### config.mk
export PLATFORM = sky130hd
export DESIGN_NAME = hbp_out_serializer
export DESIGN_NICKNAME = d
export VERILOG_FILES = /design/src/hw/rtl/hbp_pkg.sv /design/src/hw/rtl/hbp_out_serializer.sv
export SDC_FILE = /design/constraint.sdc
export NUM_CORES = 1
export LEC_CHECK = 0
export ABC_AREA = 1
export BUFFER_PORTS_ARGS = -buffer_cell sky130_fd_sc_hd__buf_4
export CAP_MARGIN = 20
export CORE_UTILIZATION = 53
export CTS_BUF_LIST = sky130_fd_sc_hd__clkbuf_2 sky130_fd_sc_hd__clkbuf_4 sky130_fd_sc_hd__clkbuf_8
export DETAILED_ROUTE_END_ITERATION = 6
export PLACE_DENSITY = 0.84
export SYNTH_ARGS = -nofsm -noshare
export SYNTH_HDL_FRONTEND = slang
export SYNTH_SLANG_ARGS = --single-unit
### constraint.sdc
create_clock -name clk_i -period 3.1 [get_ports clk_i]
set_clock_uncertainty 0.1 [all_clocks]
set_input_delay 0.31 -clock clk_i [delete_from_list [all_inputs] [get_ports clk_i]]
set_output_delay 0.31 -clock clk_i [all_outputs]
set_load 0.02 [all_outputs]
### src/hw/rtl/hbp_pkg.sv
`timescale 1ns / 1ps
// ----------------------------------------------------------------------------
// hbp_pkg
// Shared types and constants of the Huffman bit packer: command codes, the
// input and result words, and the groups passed between pipeline parts.
// ----------------------------------------------------------------------------
package hbp_pkg;

  // Command codes of an input word
  typedef enum logic [1:0] {
    CMD_LOAD   = 2'd0,
    CMD_ENCODE = 2'd1,
    CMD_FINISH = 2'd2
  } hbp_cmd_e;

  // Result kinds
  localparam logic KIND_DATA = 1'b0;
  localparam logic KIND_END  = 1'b1;

  // Widths fixed by the word formats
  localparam int unsigned CodeW     = 32;
  localparam int unsigned LenW      = 6;
  localparam int unsigned BitTotW   = 40;
  localparam int unsigned ByteTotW  = 38;
  localparam int unsigned MaxBytes  = 4;

  // Input word
  typedef struct packed {
    logic [1:0]  command;
    logic [7:0]  symbol;
    logic [31:0] code_bits;
    logic [5:0]  code_length;
  } hbp_in_t;

  // Result word
  typedef struct packed {
    logic        kind;
    logic [7:0]  data_byte;
    logic [39:0] bit_count;
    logic [37:0] byte_count;
    logic        last;
  } hbp_out_t;

  // Command held in the lookup stage
  typedef struct packed {
    hbp_cmd_e cmd;
    logic     in_range;
  } hbp_req_t;

  // Results caused by one input word, handed to the output serialiser
  typedef struct packed {
    logic [MaxBytes-1:0][7:0] bytes;
    logic [2:0]               nbyte;
    logic                     has_end;
    logic [BitTotW-1:0]       bit_count;
    logic [ByteTotW-1:0]      byte_count;
  } hbp_group_t;

endpackage

### src/hw/rtl/hbp_out_serializer.sv
`timescale 1ns / 1ps
// ----------------------------------------------------------------------------
// hbp_out_serializer
// Output register: holds the results of one input word and hands them out
// one word per cycle while not stalled, marking the final one.
// ----------------------------------------------------------------------------
module hbp_out_serializer (
  input  logic                clk_i,
  input  logic                rst_ni,
  input  logic                load_i,
  input  hbp_pkg::hbp_group_t group_i,
  output logic                ready_o,
  output logic                out_valid_o,
  input  logic                out_stall_i,
  output hbp_pkg::hbp_out_t   out_word_o
);
  import hbp_pkg::*;

  logic [MaxBytes-1:0][7:0] bytes_q;
  logic [2:0]               nbyte_q;
  logic                     end_q;
  logic [BitTotW-1:0]       tbits_q;
  logic [ByteTotW-1:0]      tbytes_q;
  logic [2:0]               idx_q;

  logic [2:0]               total;
  logic                     busy;
  logic                     is_data;
  logic                     is_last;

  // Decode the word at the current position
  always_comb begin
    total   = nbyte_q + {2'b0, end_q};
    busy    = (idx_q != total);
    is_data = (idx_q < nbyte_q);
    is_last = ((idx_q + 3'd1) == total);

    out_word_o            = '0;
    out_word_o.kind       = is_data ? KIND_DATA : KIND_END;
    out_word_o.data_byte  = is_data ? bytes_q[idx_q[1:0]] : '0;
    out_word_o.bit_count  = is_data ? '0 : tbits_q;
    out_word_o.byte_count = is_data ? '0 : tbytes_q;
    out_word_o.last       = is_last;
  end

  assign out_valid_o = busy;
  assign ready_o     = !busy || (!out_stall_i && is_last);

  // Hold the group payload
  always_ff @(posedge clk_i) begin
    if (load_i) begin
      bytes_q  <= group_i.bytes;
      tbits_q  <= group_i.bit_count;
      tbytes_q <= group_i.byte_count;
    end
  end

  // Load a new group or step through the current one
  always_ff @(posedge clk_i or negedge rst_ni) begin
    if (!rst_ni) begin
      nbyte_q <= '0;
      end_q   <= 1'b0;
      idx_q   <= '0;
    end else if (load_i) begin
      nbyte_q <= group_i.nbyte;
      end_q   <= group_i.has_end;
      idx_q   <= '0;
    end else if (busy && !out_stall_i) begin
      idx_q <= idx_q + 3'd1;
    end
  end

endmodule

### Yosys cells after proc, flatten, opt, wreduce, memory -nomap -nowiden

Index checks and enable logic that the tools add are counted.

* $add $sub $neg: 2
* magnitude comparators: 2
* equal/unequal tests: 2
* mux-type cells: 8
* reduce and logical (&&, ||, !) cells: 6

Operators by type and width (count)
* 40-bit 2-to-1 mux: 1
* 38-bit 2-to-1 mux: 1
* 8-bit binary-select mux with 2-bit select: 1
* 8-bit 2-to-1 mux: 2
* 3-bit 2-to-1 mux: 2
* 3-bit by 1-bit adder with 3-bit output: 1
* 3-bit by 1-bit adder with 3-bit output, second input constant: 1
* 3-bit equality test: 1
* 2-bit by 3-bit < comparator with 1-bit output, second input constant: 1
* 3-bit < comparator: 1
* 3-bit != test: 1
* 1-bit logical AND: 2
* 1-bit logical NOT: 2
* 2-bit nonzero test: 1
* 1-bit logical OR: 1
* 1-bit 2-to-1 mux: 1

* register bits after elaboration: 117
* logic and storage cells: 29

### Logic depth before layout (Yosys ltp)

* depth in word-level cells: 5
* gate-level depth with buffers: 10

### Worst setup path after synthesis

OpenSTA, ideal clock, no wires.

* path type: reg-to-output
* start point: register idx_q[2]
* end point: output out_word_o[18] in the netlist's numbering
* arrival: 1.591 ns
* required time: 2.690 ns
* slack: 1.099 ns
* cell stages (with the launch flop): 8
* cells stage by stage: dfrtp_1 -> ha_1 -> o211ai_2 -> nand2_4 -> inv_2 -> buf_6 -> buf_6 -> nor2_1

RTL lines
* start: declaration: RTL line hbp_out_serializer.sv:24 `logic [2:0] idx_q;`
* start signal: assignment: RTL line hbp_out_serializer.sv:69 `idx_q <= idx_q + 3'd1;`
* end: declaration: RTL line hbp_out_serializer.sv:15 `output hbp_pkg::hbp_out_t out_word_o`

==> flow_metrics.env <==
export IMPL_fraction_of_met2_tracks_used_by_global_routing_pct=66.5
export IMPL_fp_coreArea_sq_um=8720
export IMPL_postCtsSetupBuffers=0
export IMPL_drtAntennaViolNets=0
export IMPL_min_path_type="input port to flip-flop"
export IMPL_timing_worst_slew_pin_value_ps=583
export IMPL_synth_top_cell_area_share_pct=69.2
export IMPL_ys_seq_area_share_pct=72.9
export IMPL_largest_buffer_count_on_any_clock_path=2
export IMPL_final_max_slew_viol_count=0
export IMPL_vias_per_cell=5.27
export IMPL_power_total_mw=4.65
export IMPL_post_synth_main_area_contributors="sky130_fd_sc_hd__edfxtp_1, sky130_fd_sc_hd__nor2_1, sky130_fd_sc_hd__inv_1"
export IMPL_slew_headroom_pct=61.1
export IMPL_leakagePower_nw=3.80
export IMPL_p_per_area_nw_per_um2=584
export IMPL_antenna_diodes=0
export IMPL_finalHoldViolCount=0
export IMPL_asr_flop_ratio_synth_pct=5.98
export IMPL_number_of_cts_inserted_buffers=17
export IMPL_drive_gt1_share_pct=33.9
export IMPL_achievable_frequency_mhz=341
export IMPL_max_vdd_ir_drop_mv=0.537
export IMPL_io_buffers=207
export IMPL_finalWeightedCongestion=0.800
export IMPL_worst_ep_required_time_ps=2690
export IMPL_setup_worst_path_end_class="output pin"
export IMPL_pin_count_of_the_biggest_net_entering_global_routing=75
export IMPL_post_synth_num_cell_types=24
export IMPL_route_detailed_wl_per_inst_um=20.7
export IMPL_setup_viol=0
export IMPL_unrepaired_setup_endpoints_after_global_routing="no"
export IMPL_synth_top_cells_by_count="sky130_fd_sc_hd__nor2_1, sky130_fd_sc_hd__edfxtp_1, sky130_fd_sc_hd__inv_1"
export IMPL_groute_layer_met1_usage_pct=42.3
export IMPL_avgSynthCellArea_sq_um=11.7
export IMPL_tritoncts_num_sinks=117
export IMPL_synth_net_count=530
export IMPL_grt_pass1_wl_um=26700
export IMPL_cts_tree="yes"
export IMPL_clock_root_buffer="sky130_fd_sc_hd__clkbuf_8"
export IMPL_start_util_pct=54.7
export IMPL_critPathSlowestCell="sky130_fd_sc_hd__dfrtp_1"
export IMPL_cp_delay_by_family_top="buffers and inverters"
export IMPL_hpwl_um=8000
export IMPL_finalWorstPathRequiredPeriod_ps=2930
export IMPL_setup_worst_path_class="flip-flop to output pin"
export IMPL_die_area_sq_um=9390
export IMPL_timing_max_cap_violations=0
export IMPL_final_worst_path_period_share_pct=94.6
export IMPL_postSynthRegisterBits=117
export IMPL_grt_overflow_total=0
export IMPL_outcome="completed"
export IMPL_final_setup_tns_ps=0
export IMPL_detailedRoute_firstIterationViolations=308
export IMPL_yosysMostFrequentCell="sky130_fd_sc_hd__nor2_1"
export IMPL_htreeDepth=4
export IMPL_synthToLayoutAreaGrowth_pct=66.7
export IMPL_startpoint_type="flip-flop"
export IMPL_critical_path_arrival_ps=2520
export IMPL_timing_critical_path_buf_inv=4
export IMPL_design_portCount=208
export IMPL_filler_instances=298
export IMPL_syn_area_sq_um=4770
export IMPL_global_routing_usage_on_met3_pct=12.6
export IMPL_global_route_peak_usage_layer="met2"
export IMPL_gr_usage_all_layers_pct=39.2
export IMPL_die_y_um=96.9
export IMPL_drc=0
export IMPL_num_vias=4517
export IMPL_final_nets=859
export IMPL_postSynthCellCount=407
export IMPL_dr_pass1_iters=5
export IMPL_vias_in_the_first_global_route=4888
export IMPL_detail_route_wirelength_um=17700
export IMPL_timing_critical_path_cells="inv_1, ha_1, a21oi_2, nand2_4, inv_2, buf_12, nor2_1, buf_4"
export IMPL_chipWidth_um=96.9
export IMPL_yosys_area_top_type="sky130_fd_sc_hd__edfxtp_1"
export IMPL_critical_path_max_stage_delay_ps=390
export IMPL_number_of_synthesized_flops_with_an_enable_pin=110
export IMPL_clk_insertion_delay_late_ps=430
export IMPL_timing_critical_path_fanout_max=63
export IMPL_ys_warn_count=0
export IMPL_clkTransAtPathRegs_ps=80
export IMPL_antenna_found_initial=1
export IMPL_placement_rows=34
export IMPL_synth_top_flop_cell="sky130_fd_sc_hd__edfxtp_1"
-- flip-flops by register name (all words and copies together), names as in the netlist --
register	flops
bytes_q	32
end_q	1
idx_q	3
nbyte_q	3
tbits_q	40
tbytes_q	38
-- per-layer routing --
metal | wire, um | up-vias
li1 | - | 1949
met1 | 6100 | 2097
met2 | 8880 | 386
met3 | 1770 | 83
met4 | 989 | 2
met5 | 13 | -
-- kinds of logic (layout without fill, tap and decap cells) --
family | count (synthesis) | in the layout | share of synthesized area, %
AO/OA/AOI/OAI | 29 | 29 | 3.28
adder cells (fa/ha/maj) | 5 | 5 | 1.31
XOR/XNOR | 2 | 2 | 0.367
flip-flops | 117 | 117 | 72.9
buffers and inverters | 105 | 447 | 9.28
AND/OR/NAND/NOR | 149 | 149 | 12.9
-- worst register-to-register path: stages, from the launching register on --
cell,delay [ps]
sky130_fd_sc_hd__dfrtp_1,600
sky130_fd_sc_hd__buf_4,300
sky130_fd_sc_hd__inv_4,120
sky130_fd_sc_hd__nand2_2,80
sky130_fd_sc_hd__nand2_2,70
sky130_fd_sc_hd__nor2_4,140
sky130_fd_sc_hd__nand2_4,90
sky130_fd_sc_hd__nand2_4,70
sky130_fd_sc_hd__nand3_1,70
sky130_fd_sc_hd__nand2_1,70
-- report_power, final --
| group | switching, mW | internal, mW | leakage (nW) |
|---|---|---|---|
| Combinational | 0.689 | 0.508 | 2.44 |
| Clock | 0.767 | 0.750 | 0.203 |
| Sequential | 0.0657 | 1.87 | 1.16 |
-- cell type report --
class                           instances  area [sq um]  area share, %
Sequential cell                       117          3480           43.7
Timing Repair Buffer                  323          2730           34.4
Multi-Input combinational cell        185           851           10.7
Inverter                               92           348           4.37
Clock buffer                           18           241           3.04
Clock inverter                         14           168           2.11
Tap cell                              108           135           1.70
-- cell usage in the layout (no fill, tap or decap), drive strengths merged --
cell type,count
inv,99
ha,5
o211ai,1
clkbuf,18
and3,1
clkinvlp,2
nand2,26
nand3,6
buf,210
o21ai,19
xnor2,1
a21oi,9
bufinv,2
xor2,1
dfrtp,7
nor2,112
dlygate4sd3,113
edfxtp,110
nand4,4
clkinv,3
-- worst paths after layout --
path | startpoint | to | slack, ps | depth (start not counted)
min in group asynchronous | rst_ni | nbyte_q[0] | 130 | 2
max in group asynchronous | rst_ni | idx_q[1] | 2640 | 2
min | group_i[79] | nbyte_q[0] | 10 | 3
max reg2reg | idx_q[0] | idx_q[2] | 1340 | 9
max | nbyte_q[2] | out_word_o[60] | 170 | 8
min reg2reg | end_q | end_q | 410 | 2
-- timing repair --
| item | CTS | global route |
|---|---|---|
| gates resized for setup | 0 | 1 |
| endpoints found under the hold margin | 119 | 0 |
| endpoints found under the setup margin | 0 | 61 |
| hold buffers | 113 | 0 |
-- through the flow --
stage | instances | worst slack (ps) | cell area, sq um | hold WS (ps) | util [%]
final | 857 | 167 | 7960 | 12.1 | 91.2
after global routing | 857 | 51.9 | 7960 | 29.4 | 91.2
after CTS | 857 | 162 | 7950 | 5.16 | 91.2
after detailed placement | 712 | 662 | 6410 | 30.6 | 73.5
after global placement | 712 | 665 | 6410 | 28.6 | 73.5
after floorplan | 407 | 1100 | 4770 | -85.6 | -
Note: power is estimated with default switching activity, not from simulation.
