[src/hw/rtl/hbp_pkg.sv]
`timescale 1ns / 1ps
// ----------------------------------------------------------------------------
// hbp_pkg
// Shared types and constants of the Huffman bit packer: command codes, the
// input and result words, and the groups passed between pipeline parts.
// ----------------------------------------------------------------------------
package hbp_pkg;

  // Command codes of an input word
  typedef enum logic [1:0] {
    CMD_LOAD   = 2'd0,
    CMD_ENCODE = 2'd1,
    CMD_FINISH = 2'd2
  } hbp_cmd_e;

  // Result kinds
  localparam logic KIND_DATA = 1'b0;
  localparam logic KIND_END  = 1'b1;

  // Widths fixed by the word formats
  localparam int unsigned CodeW     = 32;
  localparam int unsigned LenW      = 6;
  localparam int unsigned BitTotW   = 40;
  localparam int unsigned ByteTotW  = 38;
  localparam int unsigned MaxBytes  = 4;

  // Input word
  typedef struct packed {
    logic [1:0]  command;
    logic [7:0]  symbol;
    logic [31:0] code_bits;
    logic [5:0]  code_length;
  } hbp_in_t;

  // Result word
  typedef struct packed {
    logic        kind;
    logic [7:0]  data_byte;
    logic [39:0] bit_count;
    logic [37:0] byte_count;
    logic        last;
  } hbp_out_t;

  // Command held in the lookup stage
  typedef struct packed {
    hbp_cmd_e cmd;
    logic     in_range;
  } hbp_req_t;

  // Results caused by one input word, handed to the output serialiser
  typedef struct packed {
    logic [MaxBytes-1:0][7:0] bytes;
    logic [2:0]               nbyte;
    logic                     has_end;
    logic [BitTotW-1:0]       bit_count;
    logic [ByteTotW-1:0]      byte_count;
  } hbp_group_t;

endpackage

[src/hw/rtl/hbp_packer.sv]
`timescale 1ns / 1ps
// ----------------------------------------------------------------------------
// hbp_packer
// Bit accumulator and message counters: appends a looked-up code to the
// pending bits, splits off full bytes and builds the end-of-message summary.
// ----------------------------------------------------------------------------
module hbp_packer (
  input  logic               clk_i,
  input  logic               rst_ni,
  input  logic               fire_i,
  input  hbp_pkg::hbp_req_t  req_i,
  input  logic [31:0]        rd_bits_i,
  input  logic [5:0]         rd_len_i,
  output hbp_pkg::hbp_group_t group_o
);
  import hbp_pkg::*;

  logic [7:0]          pbits_q, pbits_d;
  logic [2:0]          pcnt_q, pcnt_d;
  logic [BitTotW-1:0]  bits_q, bits_d;
  logic [ByteTotW-1:0] bytes_q, bytes_d;

  logic [5:0]          len;
  logic [31:0]         code;
  logic [39:0]         acc;
  logic [5:0]          fill;
  logic [2:0]          nfull;
  logic [BitTotW:0]    bits_sum;
  logic [ByteTotW:0]   bytes_sum;
  logic [ByteTotW:0]   bytes_inc;

  // Append the code and split off full bytes
  always_comb begin
    len       = req_i.in_range ? rd_len_i : '0;
    code      = (len == '0) ? '0 : rd_bits_i;
    acc       = ({8'b0, code} << pcnt_q) | {32'b0, pbits_q};
    fill      = {3'b0, pcnt_q} + len;
    nfull     = fill[5:3];
    bits_sum  = {1'b0, bits_q} + {{(BitTotW+1-LenW){1'b0}}, len};
    bytes_sum = {1'b0, bytes_q} + {{(ByteTotW-2){1'b0}}, nfull};
    bytes_inc = {1'b0, bytes_q} + {{ByteTotW{1'b0}}, 1'b1};
  end

  // Next state and result group per command
  always_comb begin
    pbits_d = pbits_q;
    pcnt_d  = pcnt_q;
    bits_d  = bits_q;
    bytes_d = bytes_q;
    group_o = '0;
    unique case (req_i.cmd)
      CMD_ENCODE: begin
        for (int k = 0; k < MaxBytes; k++) begin
          group_o.bytes[k] = acc[8*k +: 8];
        end
        group_o.nbyte = nfull;
        pbits_d = acc[{nfull, 3'b000} +: 8];
        pcnt_d  = fill[2:0];
        bits_d  = bits_sum[BitTotW] ? '1 : bits_sum[BitTotW-1:0];
        bytes_d = bytes_sum[ByteTotW] ? '1 : bytes_sum[ByteTotW-1:0];
      end
      CMD_FINISH: begin
        group_o.has_end    = 1'b1;
        group_o.bit_count  = bits_q;
        group_o.byte_count = bytes_q;
        if (pcnt_q != '0) begin
          group_o.bytes[0]   = pbits_q;
          group_o.nbyte      = 3'd1;
          group_o.byte_count = bytes_inc[ByteTotW] ? '1 : bytes_inc[ByteTotW-1:0];
        end
        pbits_d = '0;
        pcnt_d  = '0;
        bits_d  = '0;
        bytes_d = '0;
      end
      default: begin
        // load and unknown commands leave the message untouched
      end
    endcase
  end

  // Advance the message state when a word leaves the lookup stage
  always_ff @(posedge clk_i or negedge rst_ni) begin
    if (!rst_ni) begin
      pbits_q <= '0;
      pcnt_q  <= '0;
      bits_q  <= '0;
      bytes_q <= '0;
    end else if (fire_i) begin
      pbits_q <= pbits_d;
      pcnt_q  <= pcnt_d;
      bits_q  <= bits_d;
      bytes_q <= bytes_d;
    end
  end

endmodule

[config.mk]
export PLATFORM = sky130hd
export DESIGN_NAME = hbp_packer
export DESIGN_NICKNAME = d
export VERILOG_FILES = /design/src/hw/rtl/hbp_pkg.sv /design/src/hw/rtl/hbp_packer.sv
export SDC_FILE = /design/constraint.sdc
export NUM_CORES = 1
export LEC_CHECK = 0
export BUFFER_PORTS_ARGS = -buffer_cell sky130_fd_sc_hd__buf_2
export CAP_MARGIN = 20
export CORE_ASPECT_RATIO = 1.25
export CORE_MARGIN = 5
export CORE_UTILIZATION = 45
export CTS_CLUSTER_SIZE = 10
export DETAILED_ROUTE_END_ITERATION = 8
export PLACE_DENSITY = 0.66
export REMOVE_ABC_BUFFERS = 1
export SLEW_MARGIN = 20
export SYNTH_ARGS = -nofsm -noshare
export SYNTH_HDL_FRONTEND = slang
export SYNTH_SLANG_ARGS = --single-unit
export TNS_END_PERCENT = 50
[constraint.sdc]
create_clock -name clk_i -period 5.7 [get_ports clk_i]
set_input_delay 0.57 -clock clk_i [delete_from_list [all_inputs] [get_ports clk_i]]
set_output_delay 0.57 -clock clk_i [all_outputs]
set_load 0.05 [all_outputs]
== Word level (Yosys, flattened, before mapping) ==
Cells that the tools add are included.

* Shifts and indexed selects: 2
* Equal/unequal tests: 2
* Reduce and logical (&&, ||, !) cells: 4
* Add/subtract/negate cells: 4
* Bitwise operators: 1
* Mux-type cells: 14

{| class="wikitable"
|+ Operators with widths
! kind !! count
|-
| 2-to-1 mux 38 bit || 3
|-
| one-hot mux 40 bit (2 select lines) || 1
|-
| 2-to-1 mux 79 bit || 1
|-
| one-hot mux 38 bit (2 select lines) || 1
|-
| adder 40 x 6 -> 41 bit || 1
|-
| 2-to-1 mux 40 bit || 1
|-
| OR 40 x 8 -> 40 bit || 1
|-
| variable part select 40 x 7 -> 8 bit || 1
|-
| left shift 32 x 3 -> 40 bit || 1
|-
| adder 38 x 1 -> 39 bit (second input constant) || 1
|-
| adder 38 x 3 -> 39 bit || 1
|-
| 2-to-1 mux 32 bit || 1
|-
| 2-to-1 mux 24 bit || 1
|-
| one-hot mux 11 bit (2 select lines) || 1
|-
| one-hot mux 8 bit (2 select lines) || 1
|-
| 2-to-1 mux 11 bit || 1
|-
| adder 3 x 6 -> 6 bit || 1
|-
| logical NOT 6 bit || 1
|-
| 2-to-1 mux 6 bit || 1
|-
| one-hot mux 3 bit (2 select lines) || 1
|-
| nonzero test 3 bit || 1
|-
| equality test 2 x 1 -> 1 bit (second input constant) || 1
|-
| equality test 2 bit (second input constant) || 1
|-
| AND reduction 2 bit || 1
|-
| nonzero test 2 bit || 1
|}

* Output and inout bits: 114
* Word-level logic and storage cells: 31
* Input port bits: 44
* Flip-flop bits (word level): 89

== Longest topological paths before layout ==
Gate-level depths: netlist of run 1.

* Word-level depth: 7
* Depth in mapped cells: 21

== Least setup slack after synthesis of run 1 ==
OpenSTA, ideal clock, no wires.

* Path type: register -> register
* Start point: register pcnt_q[1]
* End point: register bytes_q[1]
* Data required time: 5,617 ps
* Setup time: 83 ps
* Data arrival time: 4,483 ps
* Setup slack: 1,134 ps
* Clock period less this slack: 4,566 ps
* Cell stages (with the launch flop): 22
* Cell sequence: dfrtp_1 > buf_2 > buf_2 > buf_2 > buf_1 > xnor2_1 > ha_1 > a31o_2 > maj3_1 > nand2_1 > mux2_4 > inv_1 > fa_1 > nand2b_1 > a21oi_1 > nand4_4 > or2_1 > buf_2 > buf_6 > a21oi_1 > nand2_1 > o21ai_0

* Longest elaborated chain between the ends: 4

{| class="wikitable"
|+ Ends and longest elaborated chain
! element !! line !! text
|-
| start, declared || hbp_packer.sv:19 || <nowiki>logic [2:0] pcnt_q, pcnt_d;</nowiki>
|-
| start signal, assigned || hbp_packer.sv:91 || <nowiki>pcnt_q <= pcnt_d;</nowiki>
|-
| adder 3 x 6 -> 6 bit || hbp_packer.sv:37 || <nowiki>fill = {3'b0, pcnt_q} + len;</nowiki>
|-
| adder 38 x 3 -> 39 bit || hbp_packer.sv:40 || <nowiki>bytes_sum = {1'b0, bytes_q} + {{(ByteTotW-2){1'b0}}, nfull};</nowiki>
|-
| 2-to-1 mux 38 bit || hbp_packer.sv:60 || <nowiki>bytes_d = bytes_sum[ByteTotW] ? '1 : bytes_sum[ByteTotW-1:0];</nowiki>
|-
| one-hot mux 38 bit (2 select lines) || hbp_packer.sv:51 || <nowiki>unique case (req_i.cmd)</nowiki>
|-
| end signal, assigned || hbp_packer.sv:93 || <nowiki>bytes_q <= bytes_d;</nowiki>
|-
| end, declared || hbp_packer.sv:21 || <nowiki>logic [ByteTotW-1:0] bytes_q, bytes_d;</nowiki>
|}

No other way between the ends.
A chain may end at the register's enable or synchronous reset.

== Worst setup path after layout of run 1 ==
* Start point: register pcnt_q[1]
* End point: register bytes_q[37]

The elaborated chain is that of the path after synthesis.

==> flow_summary.json, run 1 <==
{
  "htreeDepth": 3,
  "cp.required_ps": 5980,
  "path_class": "reg -> reg",
  "netlist.area_leader.share": 0.247,
  "fin_crit_sh": 0.829,
  "hp-class": "in -> async",
  "cts_hold_buf": 0,
  "cts_inserted_buffers": 9,
  "critical_path_arrival_ps": 5010,
  "crit_path_top_delay_cell": "dfrtp_2",
  "synth_mux_area_frac": 0.0862,
  "ys_seq_area_frac": 0.247,
  "critPathMostFrequentCell": "a21oi_1",
  "syn-instance-count": 1168,
  "slew_headroom": 0.290,
  "final_cells": 1537,
  "cts_sinks": 89,
  "vias": 9624,
  "status": "finished, final reports clean",
  "detail_route.vias_per_cell": 6.26,
  "r2r_end": "bytes_q[37]",
  "fin_tns_setup_ps": 0,
  "critical_path.endpoint_type": "register",
  "wl_per_cell_um": 19.6,
  "worstSetupStartpointType": "register",
  "hold_slack_ps": 201,
  "p_seq_frac": 0.294,
  "maxClockFrequency_ghz": 0.212,
  "ys_types": 105,
  "insertion_delay_ps": 350,
  "antenna_left": 0,
  "p_leak_nw": 4.42,
  "netlist_area_sq_mm": 0.00902,
  "synthSimpleGateAreaFrac": 0.290,
  "synth_xor_area_frac": 0.0369,
  "stdcell_area_sq_mm": 0.0102,
  "cts_max_path_buffers": 2,
  "final_common_cell": "buf_2",
  "vdd_drop_max_mv": 0.212,
  "drv_cap": 0,
  "fin_total_pwr_mw": 2.75,
  "io_pins": 158,
  "synth_edf_count": 0,
  "root_buffer": "clkbuf_16",
  "power_density_mw_per_mm2": 271,
  "dp_cells": 1521,
  "first_global_vias": 9395,
  "route.detailed.drc": 0,
  "slowest_delay_ps": 720,
  "drive_above_1_share": 0.209,
  "diodes": 0,
  "r2r_cells": 16,
  "synth-compound-area-share": 0.259,
  "global_route.overflow_total": 0,
  "combPwrFrac": 0.486,
  "syn_area_per_cell_sq_um": 7.72,
  "postCtsSetupBuffers": 0,
  "layout_common_cells": "156 x buf_2, 144 x a21oi_1, 133 x nand2_1, 108 x nor2_1, 87 x dfrtp_1",
  "p_sw_mw": 1.28,
  "hpwl_mm": 22.1,
  "grt_start_max_net_pins": 53,
  "dr.pass1.iters": 5,
  "fillers": 2015,
  "drtIter0Drc": 700,
  "die_w_um": 137,
  "setup_slack_ps": 974,
  "die_height_um": 168,
  "rsz0062_at_grt": "false",
  "hold_viol_final": 0,
  "swShare": 0.467,
  "final_nets": 1320,
  "r2r_slack_ps": 970,
  "regToRegStartpoint": "pcnt_q[1]",
  "coreArea_sq_mm": 0.0200,
  "path_clk_slew_ps": 80,
  "crit_chain": "xnor2_1 > ha_1 > a31o_2 > maj3_1 > nand2_1 > mux2_4 > inv_1 > fa_1 > nand2b_1 > a21oi_1 > nand4_4 > nor2_2 > buf_4 > nor2_1 > a41o_1 > a21oi_1",
  "synth_seq_cells": 89,
  "place_area_sq_mm": 0.00987,
  "place_ws_ps": 563,
  "setup_viol": 0,
  "ys.flop_type": "dfrtp_1",
  "synthTopCellsByArea": "dfrtp_1 25%, a21oi_1 8.0%, nand2_1 5.5%",
  "die_area_sq_mm": 0.0230,
  "async_flop_share": 1.00,
  "period_needed_ps": 4730,
  "start_util": 0.452,
  "cts_resized": 0,
  "power_frac_clock": 0.220,
  "p_int_mw": 1.47,
  "finalWirelength_mm": 30.1,
  "grt_pass1_wl_mm": 49.3,
  "fin_skew_ps": 7.95,
  "area_delta_synth_final_pct": 12.6,
  "antenna_found_initial": 0,
  "ys_warn_count": 0,
  "yosys.area.top_type": "dfrtp_1",
  "crit_fanout": 22,
  "final_util": 0.509,
  "gp_congestion": 0.959,
  "rows": 58,
  "slew_viol_final": 0,
  "cts_tree": "built",
  "grt_use_total": 0.261,
  "synth_top_family_by_area": "simple AND/OR/NAND/NOR gates",
  "synthAdderAreaFrac": 0.0226,
  "worstMarginPinSlew_ps": 1060,
  "io_buffer_count": 157
}
## sequential cells by signal, summed over array words and instances (netlist names)
| signal | flops |
|---|---|
| bits_q | 40 |
| bytes_q | 38 |
| pbits_q | 8 |
| pcnt_q | 3 |
## power by group through the flow
stage / logic, mW / clock network [mW] / registers, mW
finish: 1.34 / 0.605 / 0.811
global route: 1.46 / 0.641 / 0.822
CTS: 1.33 / 0.609 / 0.807
detailed placement: 1.32 / 0 / 0.820
global placement: 1.31 / 0 / 0.819
floorplan: 0.919 / 0 / 0.841
## cells in the mapped netlist, types with 14 or more instances
cell	instances
a21oi_1	144
a31oi_1	33
and2_1	38
and3_1	26
and4_1	16
buf_2	20
clkbuf_1	50
dfrtp_1	89
inv_1	28
mux2i_1	30
mux4_2	15
nand2_1	133
nand3_1	52
nand4_1	17
nor2_1	108
nor3_1	33
o21ai_0	39
o22a_1	26
o31ai_1	14
xnor2_1	22
xor2_1	16
## cell type report
| class | count | area [sq um] | area share |
|---|---|---|---|
| Clock inverter | 7 | 60.1 | 0.00592 |
| Clock buffer | 9 | 225 | 0.0222 |
| Sequential cell | 89 | 2230 | 0.220 |
| Multi-Input combinational cell | 958 | 6280 | 0.619 |
| Timing Repair Buffer | 171 | 893 | 0.0880 |
| Tap cell | 270 | 338 | 0.0333 |
| Inverter | 33 | 126 | 0.0124 |
## cells by family (layout without fill, tap and decap cells)
family                     count (synthesis)  after routing
buffers and inverters                    121            220
muxes                                     57             57
DFF                                       89             89
AOI/OAI and AO/OA                        356            356
adders and majority gates                 16             16
and+or+nand+nor                          491            491
xor gates and xnor gates                  38             38
## routing by layer
metal  share of wire  track usage  vias up  wire, um
met5               0            0        -         0
met1            0.41        0.337     4662     12400
met3           0.056       0.0272       63      1690
li1                -            -     4540         -
met2            0.50        0.451      359     15200
met4           0.028       0.0916        0       836
## worst max-delay path by stage
stage               from           to  slack, ps  depth (start not counted)
2_1_floorplan   req_i[1]  group_o[86]        540                          6
3_3_place_gp    req_i[0]  bytes_q[25]        710                         16
3_5_place_dp    req_i[0]  bytes_q[25]        560                         16
4_1_cts        pcnt_q[1]  bytes_q[25]        930                         14
5_1_grt        pcnt_q[1]  bytes_q[37]        740                         16
6_report       pcnt_q[1]  bytes_q[37]        970                         16
## critical path, delay by kind of cell (launching register included)
kind	cells	cell delay, ps
xor+xnor	1	150
compound gates	4	1020
flops	1	720
buf+inv	2	400
fa+ha+maj	3	1090
simple gates	5	1030
mux	1	240
(Power assumes the default switching activity.)
==> run 2: changes to the inputs <==
--- a/config.mk
+++ b/config.mk
@@ -5,6 +5,7 @@
 export SDC_FILE = /design/constraint.sdc
 export NUM_CORES = 1
 export LEC_CHECK = 0
+export ABC_AREA = 1
 export BUFFER_PORTS_ARGS = -buffer_cell sky130_fd_sc_hd__buf_2
 export CAP_MARGIN = 20
 export CORE_ASPECT_RATIO = 1.25
==> constraint.sdc (replaced) <==
create_clock -name clk_i -period 4.4 [get_ports clk_i]
set_input_delay 0.44 -clock clk_i [delete_from_list [all_inputs] [get_ports clk_i]]
set_output_delay 0.44 -clock clk_i [all_outputs]
set_load 0.05 [all_outputs]
==> run 2 against run 1 <==
Effect of this change:
- sequential share of layout area down 1.2 points
- sequential power up 33%
- synthesized cell count up 38%
- design area up 5.7%
- combinational power up 39%
- critical path depth down 4
- core utilization up 0.68 points
- register-to-register slack worse by 80 ps
- die area up 5.3%
- clock power up 26%
- largest cell class unchanged
- total power up 34%
==> flow_summary.json, run 2 <==
{
  "hpwl_mm": 25.1,
  "root_buffer": "clkbuf_16",
  "syn-instance-count": 1610,
  "final_nets": 1780,
  "p_sw_mw": 1.85,
  "p_int_mw": 1.85,
  "critical_path_arrival_ps": 3240,
  "netlist_area_sq_mm": 0.00953,
  "grt_use_total": 0.265,
  "p_seq_frac": 0.291,
  "diodes": 0,
  "drtIter0Drc": 802,
  "first_global_vias": 10653,
  "fin_tns_setup_ps": 0,
  "detail_route.vias_per_cell": 5.67,
  "gp_congestion": 0.945,
  "ys_types": 52,
  "async_flop_share": 1.00,
  "largestRegisters": "bits_q (40), bytes_q (38), pbits_q (8)",
  "layout_common_cells": "379 x nand2_1, 267 x nand3_1, 205 x inv_1, 156 x buf_2, 115 x nor2_1",
  "postCtsSetupBuffers": 0,
  "fin_skew_ps": 10.8,
  "io_buffer_count": 157,
  "combPwrFrac": 0.503,
  "synthTopCellsByCount": "379 x nand2_1, 268 x nand3_1, 205 x inv_1, 116 x nor2_1, 98 x o21ai_0",
  "cts_resized": 0,
  "rsz0062_at_grt": "false",
  "antenna_left": 0,
  "synth_seq_cells": 89,
  "cts_sinks": 89,
  "drv_cap": 0,
  "drive_above_1_share": 0.157,
  "ys_warn_count": 0,
  "cts_tree": "built",
  "largest-register": "bits_q",
  "power_density_mw_per_mm2": 345,
  "yosysMostFrequentCell": "nand2_1",
  "slew_headroom": 0.306,
  "insertion_delay_ps": 360,
  "status": "finished, final reports clean",
  "place_area_sq_mm": 0.0105,
  "synth_edf_count": 0,
  "netlist.area_leader.share": 0.234,
  "stdcell_area_sq_mm": 0.0107,
  "final_util": 0.516,
  "antenna_found_initial": 0,
  "power_frac_clock": 0.207,
  "p_leak_nw": 5.54,
  "maxClockFrequency_ghz": 0.272,
  "setup_slack_ps": 718,
  "path_clk_slew_ps": 80,
  "ys_seq_area_frac": 0.234,
  "wl_per_cell_um": 16.6,
  "fin_total_pwr_mw": 3.70,
  "cp.required_ps": 3960,
  "vdd_drop_max_mv": 0.189,
  "final_common_cell": "nand2_1",
  "die_height_um": 173,
  "cts_max_path_buffers": 2,
  "rows": 59,
  "largest_register_ffs": 40,
  "htreeDepth": 3,
  "area_delta_synth_final_pct": 12.6,
  "vias": 11347,
  "coreArea_sq_mm": 0.0208,
  "synthTopCellsByArea": "dfrtp_1 23%, nand2_1 15%, nand3_1 14%",
  "period_needed_ps": 3680,
  "critical_path.endpoint_type": "primary output",
  "setup_viol": 0,
  "yosys.area.top_type": "dfrtp_1",
  "worstMarginPinSlew_ps": 1040,
  "crit_fanout": 34,
  "start_util": 0.458,
  "io_pins": 158,
  "die_area_sq_mm": 0.0242,
  "hold_slack_ps": 82.8,
  "hold_viol_final": 0,
  "grt_pass1_wl_mm": 53.7,
  "final_cells": 2001,
  "place_ws_ps": 642,
  "die_w_um": 140,
  "ys.flop_type": "dfrtp_1",
  "worstSetupStartpointType": "register",
  "swShare": 0.499,
  "hp-class": "in -> async",
  "grt_start_max_net_pins": 66,
  "global_route.overflow_total": 0,
  "slew_viol_final": 0,
  "cts_hold_buf": 0,
  "dp_cells": 1985,
  "fin_crit_sh": 0.837,
  "finalWirelength_mm": 33.1,
  "syn_area_per_cell_sq_um": 5.92,
  "path_class": "reg -> out",
  "dr.pass1.iters": 6,
  "cts_inserted_buffers": 9,
  "route.detailed.drc": 0
}
==> run 2: changes by cell type after synthesis, sizes merged, moves of 20 or more <==
cell | before | now
a21oi | 147 | 68
a31oi | 33 | 8
and2 | 39 | 0
and3 | 26 | 1
inv | 32 | 231
mux2i | 30 | 0
nand2 | 134 | 390
nand3 | 54 | 269
nor2 | 113 | 135
nor3 | 38 | 62
o21ai | 46 | 132
o22a | 27 | 0
xor2 | 16 | 36
==> run 2: area by class of cell <==
cell class | count | area [sq um]
Clock buffer | 9 | 225
Multi-Input combinational cell | 1215 | 6090
Inverter | 232 | 873
Sequential cell | 89 | 2230
Clock inverter | 7 | 53.8
Timing Repair Buffer | 175 | 923
Tap cell | 274 | 343
Fill cell | 2268 | 10100
==> run 2: metal layers <==
| metal | up-vias | wire length [um] | GRT usage |
|---|---|---|---|
| met3 | 78 | 2230 | 0.0365 |
| met5 | - | 0 | 0 |
| li1 | 5528 | - | - |
| met1 | 5266 | 14100 | 0.343 |
| met2 | 475 | 15800 | 0.448 |
| met4 | 0 | 1040 | 0.0973 |
==> run 2: path summary, 6_finish.rpt <==
| check | startpoint | cells after the start | end | slack (ps) |
|---|---|---|---|---|
| worst min-delay path | rst_ni | 1 | pbits_q[1] | 80 |
| worst max-delay path | pcnt_q[0] | 12 | group_o[23] | 720 |
| min in group clk_i | pbits_q[4] | 2 | pbits_q[4] | 480 |
| max in group asynchronous | rst_ni | 2 | bits_q[23] | 3230 |
| worst max register to register | pcnt_q[1] | 24 | bytes_q[34] | 890 |
| worst min register to register | pbits_q[4] | 2 | pbits_q[4] | 480 |
==> run 2: worst max-delay path, cell delays in order (launching register included) <==
cell,delay [ps]
dfrtp_1,390
buf_4,260
nor3_4,470
inv_2,150
nand4_1,220
nor2_2,90
inv_2,130
nor2_4,70
inv_2,360
o21ai_1,130
a21oi_1,280
nor2_1,70
buf_2,240
==> run 2: power by group through the flow <==
stage / logic [mW] / clock network (mW) / registers (mW)
5_1_grt: 2.06 / 0.808 / 1.09
4_1_cts: 1.85 / 0.775 / 1.07
3_5_place_dp: 1.84 / 0 / 1.09
3_3_place_gp: 1.83 / 0 / 1.09
2_1_floorplan: 1.30 / 0 / 1.09
6_report: 1.86 / 0.764 / 1.08
==> run 2: kinds of logic after synthesis <==
logic type                 Yosys count  share of synthesized area
DFF                                 89                      0.234
adders and majority gates           14                     0.0192
AOI/OAI and AO/OA                  250                      0.145
xor gates and xnor gates            39                     0.0366
buffers and inverters              306                      0.129
and+or+nand+nor                    912                      0.436
